**config.mk**
```make
export PLATFORM = sky130hd
export DESIGN_NAME = cpu_schedule_wait_times_top
export DESIGN_NICKNAME = d
export VERILOG_FILES = /design/src/rtl/csw_pkg.sv /design/src/rtl/cpu_schedule_wait_times_top.sv /design/src/rtl/csw_ram.sv
export SDC_FILE = /design/constraint.sdc
export NUM_CORES = 2
export LEC_CHECK = 0
export ABC_CLOCK_PERIOD_IN_PS = 9100
export BUFFER_PORTS_ARGS = -buffer_cell sky130_fd_sc_hd__buf_4
export CAP_MARGIN = 20
export CORE_MARGIN = 8
export CORE_UTILIZATION = 60
export CTS_CLUSTER_DIAMETER = 120
export DETAILED_ROUTE_END_ITERATION = 7
export PLACE_DENSITY = 0.83
export RECOVER_POWER = 25
export SKIP_LAST_GASP = 1
export SYNTH_ARGS = -nofsm -noshare
export SYNTH_HDL_FRONTEND = slang
export SYNTH_SLANG_ARGS = --single-unit
```
**constraint.sdc**
```tcl
create_clock -name clk -period 9.1 [get_ports clk]
set_clock_uncertainty 0.2 [all_clocks]
set_input_delay 0.455 -clock clk [delete_from_list [all_inputs] [get_ports clk]]
set_output_delay 0.455 -clock clk [all_outputs]
set_load 0.02 [all_outputs]
```
**src/rtl/csw_pkg.sv**
```systemverilog
// Shared types and constants of the CPU schedule wait-time block.
`default_nettype none
package csw_pkg;
	localparam int MODE_W = 2;
	localparam int QUANT_W = 16;
	localparam int CFG_IDX_W = 1;
	localparam int WAIT_W = 21;
	localparam int TOT_W = 24;

	localparam logic [CFG_IDX_W-1:0] CFG_MODE    = 1'b0;
	localparam logic [CFG_IDX_W-1:0] CFG_QUANTUM = 1'b1;

	localparam logic [MODE_W-1:0] MODE_FCFS = 2'd0;
	localparam logic [MODE_W-1:0] MODE_SJF  = 2'd1;
	localparam logic [MODE_W-1:0] MODE_PRIO = 2'd2;
	localparam logic [MODE_W-1:0] MODE_RR   = 2'd3;

	typedef struct packed {
		logic [15:0] burst;
		logic [7:0]  prio;
		logic        last_proc;
	} in_t;

	typedef struct packed {
		logic [3:0]  slot;
		logic [15:0] proc_burst;
		logic [19:0] wait_res;
		logic [19:0] turnaround;
		logic [23:0] total_wait;
		logic [23:0] total_turnaround;
		logic        overflow;
		logic        last_result;
	} out_t;
endpackage
`default_nettype wire

```
**src/rtl/cpu_schedule_wait_times_top.sv**
```systemverilog
// Top level of the CPU schedule wait-time block: load, sort or round robin as the mode asks, report.
// Requests load while idle; the last request starts a walk limited by the single RAM read
// port: one selection pass per sort position, or a setup pass and then round-robin passes
// over the entries, then one result at a time, each held until it is taken.
// Throughput: one set at a time; input is held off until the last result leaves.
// Reset (arst_n low) clears count, drop flag, mode (0) and quantum (1); RAMs are not cleared.
`default_nettype none
module cpu_schedule_wait_times_top #(
	parameter int MAX_PROCS  = 16,
	parameter int BURST_BITS = 16
) (
	input  wire logic                        clk,
	input  wire logic                        arst_n,
	input  wire logic                        in_valid,
	output logic                             in_ready,
	input  wire csw_pkg::in_t                in_data,
	output logic                             out_valid,
	input  wire logic                        out_ready,
	output csw_pkg::out_t                    out_data,
	input  wire logic                        cfg_we,
	input  wire logic [csw_pkg::CFG_IDX_W-1:0] cfg_index,
	input  wire logic [csw_pkg::QUANT_W-1:0] cfg_data
);
	import csw_pkg::*;

	localparam int IDX_W = $clog2(MAX_PROCS);
	localparam int CNT_W = $clog2(MAX_PROCS + 1);
	localparam int SB    = (BURST_BITS < 16) ? BURST_BITS : 16;
	localparam int BP_W  = SB + 8;
	localparam int RW_W  = SB + WAIT_W;

	// sequencer codes
	localparam logic [3:0] ST_IDLE  = 4'd0;
	localparam logic [3:0] ST_LDI   = 4'd1;
	localparam logic [3:0] ST_CAPI  = 4'd2;
	localparam logic [3:0] ST_RDJ   = 4'd3;
	localparam logic [3:0] ST_CMPJ  = 4'd4;
	localparam logic [3:0] ST_WRI   = 4'd5;
	localparam logic [3:0] ST_RI_RD = 4'd6;
	localparam logic [3:0] ST_RI_WR = 4'd7;
	localparam logic [3:0] ST_RR_RD = 4'd8;
	localparam logic [3:0] ST_RR_EX = 4'd9;
	localparam logic [3:0] ST_O_RD  = 4'd10;
	localparam logic [3:0] ST_O_CAL = 4'd11;
	localparam logic [3:0] ST_O_WT  = 4'd12;

	logic [3:0]         st_q;
	logic [CNT_W-1:0]   cnt_q;
	logic               drop_q;
	logic [MODE_W-1:0]  mode_q;
	logic [QUANT_W-1:0] quant_q;
	logic [IDX_W-1:0]   k_q, i_q;
	logic [BP_W-1:0]    ci_q;
	logic               any_q;
	logic [WAIT_W-1:0]  clk_q;
	logic [WAIT_W-1:0]  prefix_q;
	logic [TOT_W-1:0]   tw_q, tt_q;

	// process RAM {prio, burst} and round-robin RAM {remaining, wait}
	logic             bp_we, rw_we;
	logic [IDX_W-1:0] bp_waddr, bp_raddr, rw_raddr;
	logic [BP_W-1:0]  bp_wdata, bp_rdata;
	logic [RW_W-1:0]  rw_wdata, rw_rdata;

	csw_ram #(.WIDTH(BP_W), .DEPTH(MAX_PROCS)) u_bp_ram (
		.clk(clk), .we(bp_we), .waddr(bp_waddr), .wdata(bp_wdata),
		.raddr(bp_raddr), .rdata(bp_rdata)
	);
	csw_ram #(.WIDTH(RW_W), .DEPTH(MAX_PROCS)) u_rw_ram (
		.clk(clk), .we(rw_we), .waddr(k_q), .wdata(rw_wdata),
		.raddr(rw_raddr), .rdata(rw_rdata)
	);

	logic             in_acc, store_ok;
	logic [IDX_W-1:0] last_idx;
	logic [SB-1:0]    rd_burst, ci_burst, rem;
	logic [7:0]       rd_prio, ci_prio;
	logic             swap;
	logic [QUANT_W-1:0] q_eff;
	logic             rem_gt_q;
	logic [WAIT_W-1:0] clk_nx;
	logic [WAIT_W-1:0] w_cur;
	logic [21:0]       ta_cur;

	assign in_ready = (st_q == ST_IDLE);
	assign in_acc   = in_valid && in_ready;
	assign store_ok = (cnt_q < CNT_W'(MAX_PROCS));
	assign last_idx = IDX_W'(cnt_q - CNT_W'(1));
	assign rd_burst = bp_rdata[SB-1:0];
	assign rd_prio  = bp_rdata[BP_W-1:SB];
	assign ci_burst = ci_q[SB-1:0];
	assign ci_prio  = ci_q[BP_W-1:SB];
	assign swap     = (mode_q == MODE_PRIO) ? (ci_prio > rd_prio) : (ci_burst > rd_burst);
	assign q_eff    = (quant_q == '0) ? QUANT_W'(1) : quant_q;
	assign rem      = rw_rdata[RW_W-1:WAIT_W];
	assign rem_gt_q = (17'(rem) > 17'(q_eff));
	assign clk_nx   = rem_gt_q ? clk_q + WAIT_W'(q_eff) : clk_q + WAIT_W'(rem);
	assign w_cur    = (mode_q == MODE_RR) ? rw_rdata[WAIT_W-1:0] : prefix_q;
	assign ta_cur   = 22'(w_cur) + 22'(rd_burst);

	// RAM port steering: reads on the walk index (position i while loading it), writes per phase
	always_comb begin
		bp_we    = 1'b0;
		bp_waddr = k_q;
		bp_wdata = '0;
		bp_raddr = k_q;
		rw_raddr = k_q;
		rw_we    = 1'b0;
		rw_wdata = {rem, rw_rdata[WAIT_W-1:0]};
		unique case (st_q)
			ST_IDLE: begin
				bp_we    = in_acc && store_ok;
				bp_waddr = IDX_W'(cnt_q);
				bp_wdata = {in_data.prio, in_data.burst[SB-1:0]};
			end
			ST_LDI: bp_raddr = i_q;
			ST_CMPJ: begin
				bp_we    = swap;
				bp_wdata = ci_q;
			end
			ST_WRI: begin
				bp_we    = 1'b1;
				bp_waddr = i_q;
				bp_wdata = ci_q;
			end
			ST_RI_WR: begin
				rw_we    = 1'b1;
				rw_wdata = {rd_burst, WAIT_W'(0)};
			end
			ST_RR_EX: begin
				rw_we = (rem != '0);
				if (rem_gt_q) begin
					rw_wdata = {SB'(rem - SB'(q_eff)), rw_rdata[WAIT_W-1:0]};
				end else begin
					rw_wdata = {SB'(0), clk_nx - WAIT_W'(rd_burst)};
				end
			end
			default: ;
		endcase
	end

	always_ff @(posedge clk or negedge arst_n) begin
		if (!arst_n) begin
			mode_q  <= MODE_FCFS;
			quant_q <= QUANT_W'(1);
		end else if (cfg_we) begin
			unique case (cfg_index)
				CFG_MODE:    mode_q  <= cfg_data[MODE_W-1:0];
				CFG_QUANTUM: quant_q <= cfg_data;
				default: ;
			endcase
		end
	end

	always_ff @(posedge clk or negedge arst_n) begin
		if (!arst_n) begin
			st_q      <= ST_IDLE;
			cnt_q     <= '0;
			drop_q    <= 1'b0;
			out_valid <= 1'b0;
			out_data  <= '0;
			k_q       <= '0;
			i_q       <= '0;
			any_q     <= 1'b0;
			clk_q     <= '0;
			prefix_q  <= '0;
			tw_q      <= '0;
			tt_q      <= '0;
		end else begin
			unique case (st_q)
				ST_IDLE: begin
					if (in_acc) begin
						if (store_ok) begin
							cnt_q <= cnt_q + CNT_W'(1);
						end else begin
							drop_q <= 1'b1;
						end
						if (in_data.last_proc) begin
							k_q      <= '0;
							i_q      <= '0;
							prefix_q <= '0;
							tw_q     <= '0;
							tt_q     <= '0;
							clk_q    <= '0;
							any_q    <= 1'b0;
							priority if (mode_q == MODE_RR) st_q <= ST_RI_RD;
							else if (mode_q == MODE_FCFS) st_q <= ST_O_RD;
							// a single stored process needs no sort
							else if (store_ok ? (cnt_q == '0) : (cnt_q == CNT_W'(1)))
								st_q <= ST_O_RD;
							else st_q <= ST_LDI;
						end
					end
				end
				ST_LDI: st_q <= ST_CAPI;
				ST_CAPI: begin
					k_q  <= i_q + IDX_W'(1);
					st_q <= ST_RDJ;
				end
				ST_RDJ: st_q <= ST_CMPJ;
				ST_CMPJ: begin
					if (k_q == last_idx) begin
						st_q <= ST_WRI;
					end else begin
						k_q  <= k_q + IDX_W'(1);
						st_q <= ST_RDJ;
					end
				end
				ST_WRI: begin
					if (i_q + IDX_W'(1) == last_idx) begin
						k_q  <= '0;
						st_q <= ST_O_RD;
					end else begin
						i_q  <= i_q + IDX_W'(1);
						st_q <= ST_LDI;
					end
				end
				ST_RI_RD: st_q <= ST_RI_WR;
				ST_RI_WR: begin
					if (k_q == last_idx) begin
						k_q  <= '0;
						st_q <= ST_RR_RD;
					end else begin
						k_q  <= k_q + IDX_W'(1);
						st_q <= ST_RI_RD;
					end
				end
				ST_RR_RD: st_q <= ST_RR_EX;
				ST_RR_EX: begin
					if (rem != '0) begin
						clk_q <= clk_nx;
					end
					if (k_q == last_idx) begin
						k_q   <= '0;
						any_q <= 1'b0;
						// another pass while any process still had work
						st_q  <= (any_q || rem != '0) ? ST_RR_RD : ST_O_RD;
					end else begin
						k_q   <= k_q + IDX_W'(1);
						any_q <= any_q || (rem != '0);
						st_q  <= ST_RR_RD;
					end
				end
				ST_O_RD: st_q <= ST_O_CAL;
				ST_O_CAL: begin
					out_data.slot             <= 4'(k_q);
					out_data.proc_burst       <= 16'(rd_burst);
					out_data.wait_res         <= w_cur[19:0];
					out_data.turnaround       <= ta_cur[19:0];
					out_data.total_wait       <= tw_q + TOT_W'(w_cur);
					out_data.total_turnaround <= tt_q + TOT_W'(ta_cur);
					out_data.overflow         <= drop_q;
					out_data.last_result      <= (k_q == last_idx);
					tw_q      <= tw_q + TOT_W'(w_cur);
					tt_q      <= tt_q + TOT_W'(ta_cur);
					prefix_q  <= prefix_q + WAIT_W'(rd_burst);
					out_valid <= 1'b1;
					st_q      <= ST_O_WT;
				end
				ST_O_WT: begin
					if (out_ready) begin
						out_valid <= 1'b0;
						if (k_q == last_idx) begin
							cnt_q  <= '0;
							drop_q <= 1'b0;
							st_q   <= ST_IDLE;
						end else begin
							k_q  <= k_q + IDX_W'(1);
							st_q <= ST_O_RD;
						end
					end
				end
				default: st_q <= ST_IDLE;
			endcase
		end
	end

	// sort register for position i: capture, then swap with smaller later keys
	always_ff @(posedge clk) begin
		if (st_q == ST_CAPI) begin
			ci_q <= bp_rdata;
		end else if (st_q == ST_CMPJ && swap) begin
			ci_q <= bp_rdata;
		end
	end

	a_valid_only_waiting: assert property (@(posedge clk) disable iff (!arst_n)
		out_valid |-> st_q == ST_O_WT)
		else $error("result shown outside the wait state");
	a_cnt_bound: assert property (@(posedge clk) disable iff (!arst_n)
		cnt_q <= CNT_W'(MAX_PROCS))
		else $error("process count beyond capacity");
	a_last_clears: assert property (@(posedge clk) disable iff (!arst_n)
		out_valid && out_ready && out_data.last_result |=> cnt_q == '0 && !drop_q)
		else $error("set state not cleared after final result");
	a_hold_result: assert property (@(posedge clk) disable iff (!arst_n)
		out_valid && !out_ready |=> $stable(k_q))
		else $error("walk index moved while a result waits");
endmodule
`default_nettype wire

```
**src/rtl/csw_ram.sv**
```systemverilog
// Generic single-write, single-read RAM with registered read data.
`default_nettype none
module csw_ram #(
	parameter int WIDTH = 8,
	parameter int DEPTH = 16
) (
	input  wire logic                     clk,
	input  wire logic                     we,
	input  wire logic [$clog2(DEPTH)-1:0] waddr,
	input  wire logic [WIDTH-1:0]         wdata,
	input  wire logic [$clog2(DEPTH)-1:0] raddr,
	output logic      [WIDTH-1:0]         rdata
);
	logic [WIDTH-1:0] mem_q [DEPTH];

	always_ff @(posedge clk) begin
		if (we) begin
			mem_q[waddr] <= wdata;
		end
		rdata <= mem_q[raddr];
	end
endmodule
`default_nettype wire

```
==> qor.txt <==
DRC: 0
Total CTS buffers: 121
Setup repair bufs after CTS: 0
Post-route ant nets: 0
Vias: 35100
Layout cells sized above 1: 0.187
Layout area overhead: 12.2%
Hold Vio Cnt, Final: 0
Total die area: 104000 um2
Placer Congestion: 0.962
Critical path peak fanout: 20
FP Rows: 112
Sequential cell area fraction in the yosys report: 0.660
RSZ-0062 raised after global routing: no
CP dominant cell by count: ha_1
Max-Cap Viols: 6
Die Wd: 323 um
Dpl ws: 1.15 ns
Initial antenna violation count: 3
Worst path max stage delay: 0.83 ns
Cts repair resizes: 0
First-pass GRT wire length: 223 mm
WL per Instance: 29.2 um
Met3 WL: 16.4 mm
Number of flops mapped to enable cells by yosys: 1000
Metal1 wirelength: 55.4 mm
Power Density: 382 nW/um2
Synthesized cell area: 56400 um2
Yosys cell types: 94
Final min period: 8.30 ns
DR iter-0 viols: 4794
# setup viols final: 0
GRT overflow: 0
Hpwl dp: 84.9 mm
Hold buffer count at CTS: 23
Clk_lat worst skew: 0.75 ns
Tcrit/Tclk final: 0.912
Avg Cell Area, Syn: 15.6 um2
Initial Utilization: 0.605
IO Count: 159
Max Root-Sink Buffers: 3
CTS H-tree lvls: 3
Max Freq: 0.121 GHz
P_leak: 23.4 nW
Setup crit start kind: flip-flop
CP arrival: 8.49 ns
Final WL: 152 mm
CP delay by family, top: compound AO/OA/AOI/OAI gates
WS Path Type: reg2reg
VDD IR max: 328 uV
Min-Delay Path Class: in2reg
Crit path buffers/inverters: 2
Core area: 93200 um2
Largest net degree at the start of global routing: 194
Async set-or-reset flop fraction in the synthesized netlist: 0.183
Pre-Repair DR Iteration Count: 6
Root buf cell: clkbuf_16
Gate Count Post-Synth: 3619
Failing checks: capacitance limit, slew limit
Reg clk slew, reported paths: 0.06 ns
Port Buffers: 158
Slew headroom: -1.20
DIE HEIGHT: 323 um
Detail Route met2 WL: 71.8 mm
Outcome: complete, but fails checks
Crit. End Element: flip-flop
Seq cells post-synth: 1299
Fin worst setup slack: 0.804 ns
Min Hold Slack: 0.0760 ns
Worst endpoint required time: 9.30 ns
Clock sinks: 1299
Vias in the first global route: 35100
Primary FF master, synth: edfxtp_1
Setup TNS: 0 ns
Slowest CP cell: o21ai_1
Post-Syn Nets: 3830
Layout Nets: 4061
Total power: 24.2 mW
Actual slew at the worst max-slew pin: 3.30 ns
Slew Viols, Final: 275
TritonCTS clock tree: built
Total Routing Usage GR: 0.289
Yosys warns: 0
Highest metal used: met5
Vias per inst: 6.73
layout make-up:
type                       count  area [um2]
timing repair buffer         267        1660
clock inverter                63         668
fill                        5832       29900
tap                         1254        1570
multi-input combinational   2065       18300
inverter                      96         360
clock buffer                 168        3430
antenna                        4        10.0
sequential                  1299       37200
path summary, 6_finish.rpt:
| path | depth (start not counted) | end | startpoint | slack [ns] |
|---|---|---|---|---|
| setup / recovery | 29 | u_rw_ram.mem_q[1][19] | quant_q[1] | 0.80 |
| setup reg to reg | 29 | u_rw_ram.mem_q[1][19] | quant_q[1] | 0.80 |
| max in group asynchronous | 4 | k_q[1] | arst_n | 5.41 |
| hold / removal | 3 | mode_q[1] | cfg_we | 0.08 |
| min in group asynchronous | 3 | out_data[62] | arst_n | 1.30 |
| hold reg to reg | 0 | ci_q[16] | u_bp_ram.rdata[16] | 0.25 |
state kept, by name, indices dropped and copies added, names as in the netlist, 2 cells and up:
name            cells
u_bp_ram.rdata     24
u_rw_ram.rdata     37
u_rw_ram.mem_q    592
mode_q              2
st_q                4
k_q                 4
prefix_q           21
ci_q               24
tw_q               24
i_q                 4
cnt_q               5
tt_q               24
out_data          110
u_bp_ram.mem_q    384
clk_q              21
quant_q            16
layout by cell type (no fill, tap or decap), drive strengths merged, types with 97 or more instances in the layout:
cell type and instances:
a21oi 102, buf 126, clkbuf 286, dfrtp 237
edfxtp 1000, ha 157, inv 103, mux4 281
nand2 446, nor2 97, o21ai 161
worst reg2reg max path: cells and delay by family (launching register included):
kind,cells,cell delay (ns)
flip-flops,1,0.42
AND/OR/NAND/NOR,6,1.21
adder cells (fa/ha/maj),5,1.53
buffers and inverters,2,0.29
XOR/XNOR,2,0.30
AO/OA/AOI/OAI,14,4.00
report_power, final:
part	internal, mW	leakage, nW	switching, mW	total, mW
clock network	2.88	1.99	2.32	5.20
logic	3.70	8.69	6.40	10.1
registers	8.04	12.7	0.825	8.86
total	14.6	23.4	9.55	24.2
cells in the mapped netlist (all sizes together) (14+ instances only):
cell type,count,share of area
ha,157,0.035
edfxtp,1000,0.53
o211ai,15,0.0020
nor2,97,0.0065
and2,44,0.0049
nand3,90,0.0080
dfxtp,61,0.022
mux2,56,0.011
a22oi,17,0.0023
nand4,17,0.0019
o21ai,161,0.015
nor4,16,0.0020
xnor2,75,0.012
o21a,25,0.0033
a21oi,102,0.0092
mux2i,15,0.0027
clkbuf,104,0.0070
inv,96,0.0064
buf,55,0.0051
nand2b,14,0.0016
a211oi,39,0.0073
a22o,36,0.0056
mux4,281,0.11
xor2,58,0.0091
and3,17,0.0019
a31oi,40,0.0044
nor2b,18,0.0020
a21o,56,0.0075
nor3,50,0.0049
dfrtp,237,0.11
nand2,446,0.030
stage by stage:
stage	instance area (um2)	utilization	instances
3_5_place_dp	59400	0.637	4956
4_1_cts	63700	0.683	5210
5_1_grt	63200	0.679	5212
3_3_place_gp	59400	0.637	4956
2_1_floorplan	56400	-	3619
6_report	63300	0.679	5216
kinds of logic (layout without fill, tap and decap cells):
| family | count (synthesis) | after routing | share of synthesized area |
|---|---|---|---|
| muxes | 352 | 352 | 0.127 |
| AOI/OAI and AO/OA | 575 | 575 | 0.0692 |
| xor gates and xnor gates | 133 | 133 | 0.0208 |
| adders and majority gates | 164 | 164 | 0.0373 |
| DFF | 1299 | 1299 | 0.660 |
| other | 0 | 4 | 0 |
| buffers and inverters | 255 | 594 | 0.0184 |
| and+or+nand+nor | 841 | 841 | 0.0675 |
routing by layer:
layer	up-vias	global-route usage
met4	2	0.144
li1	14500	-
met2	2432	0.462
met1	17600	0.382
met5	-	0
met3	549	0.0569
Power figures use the tool's default switching activity.
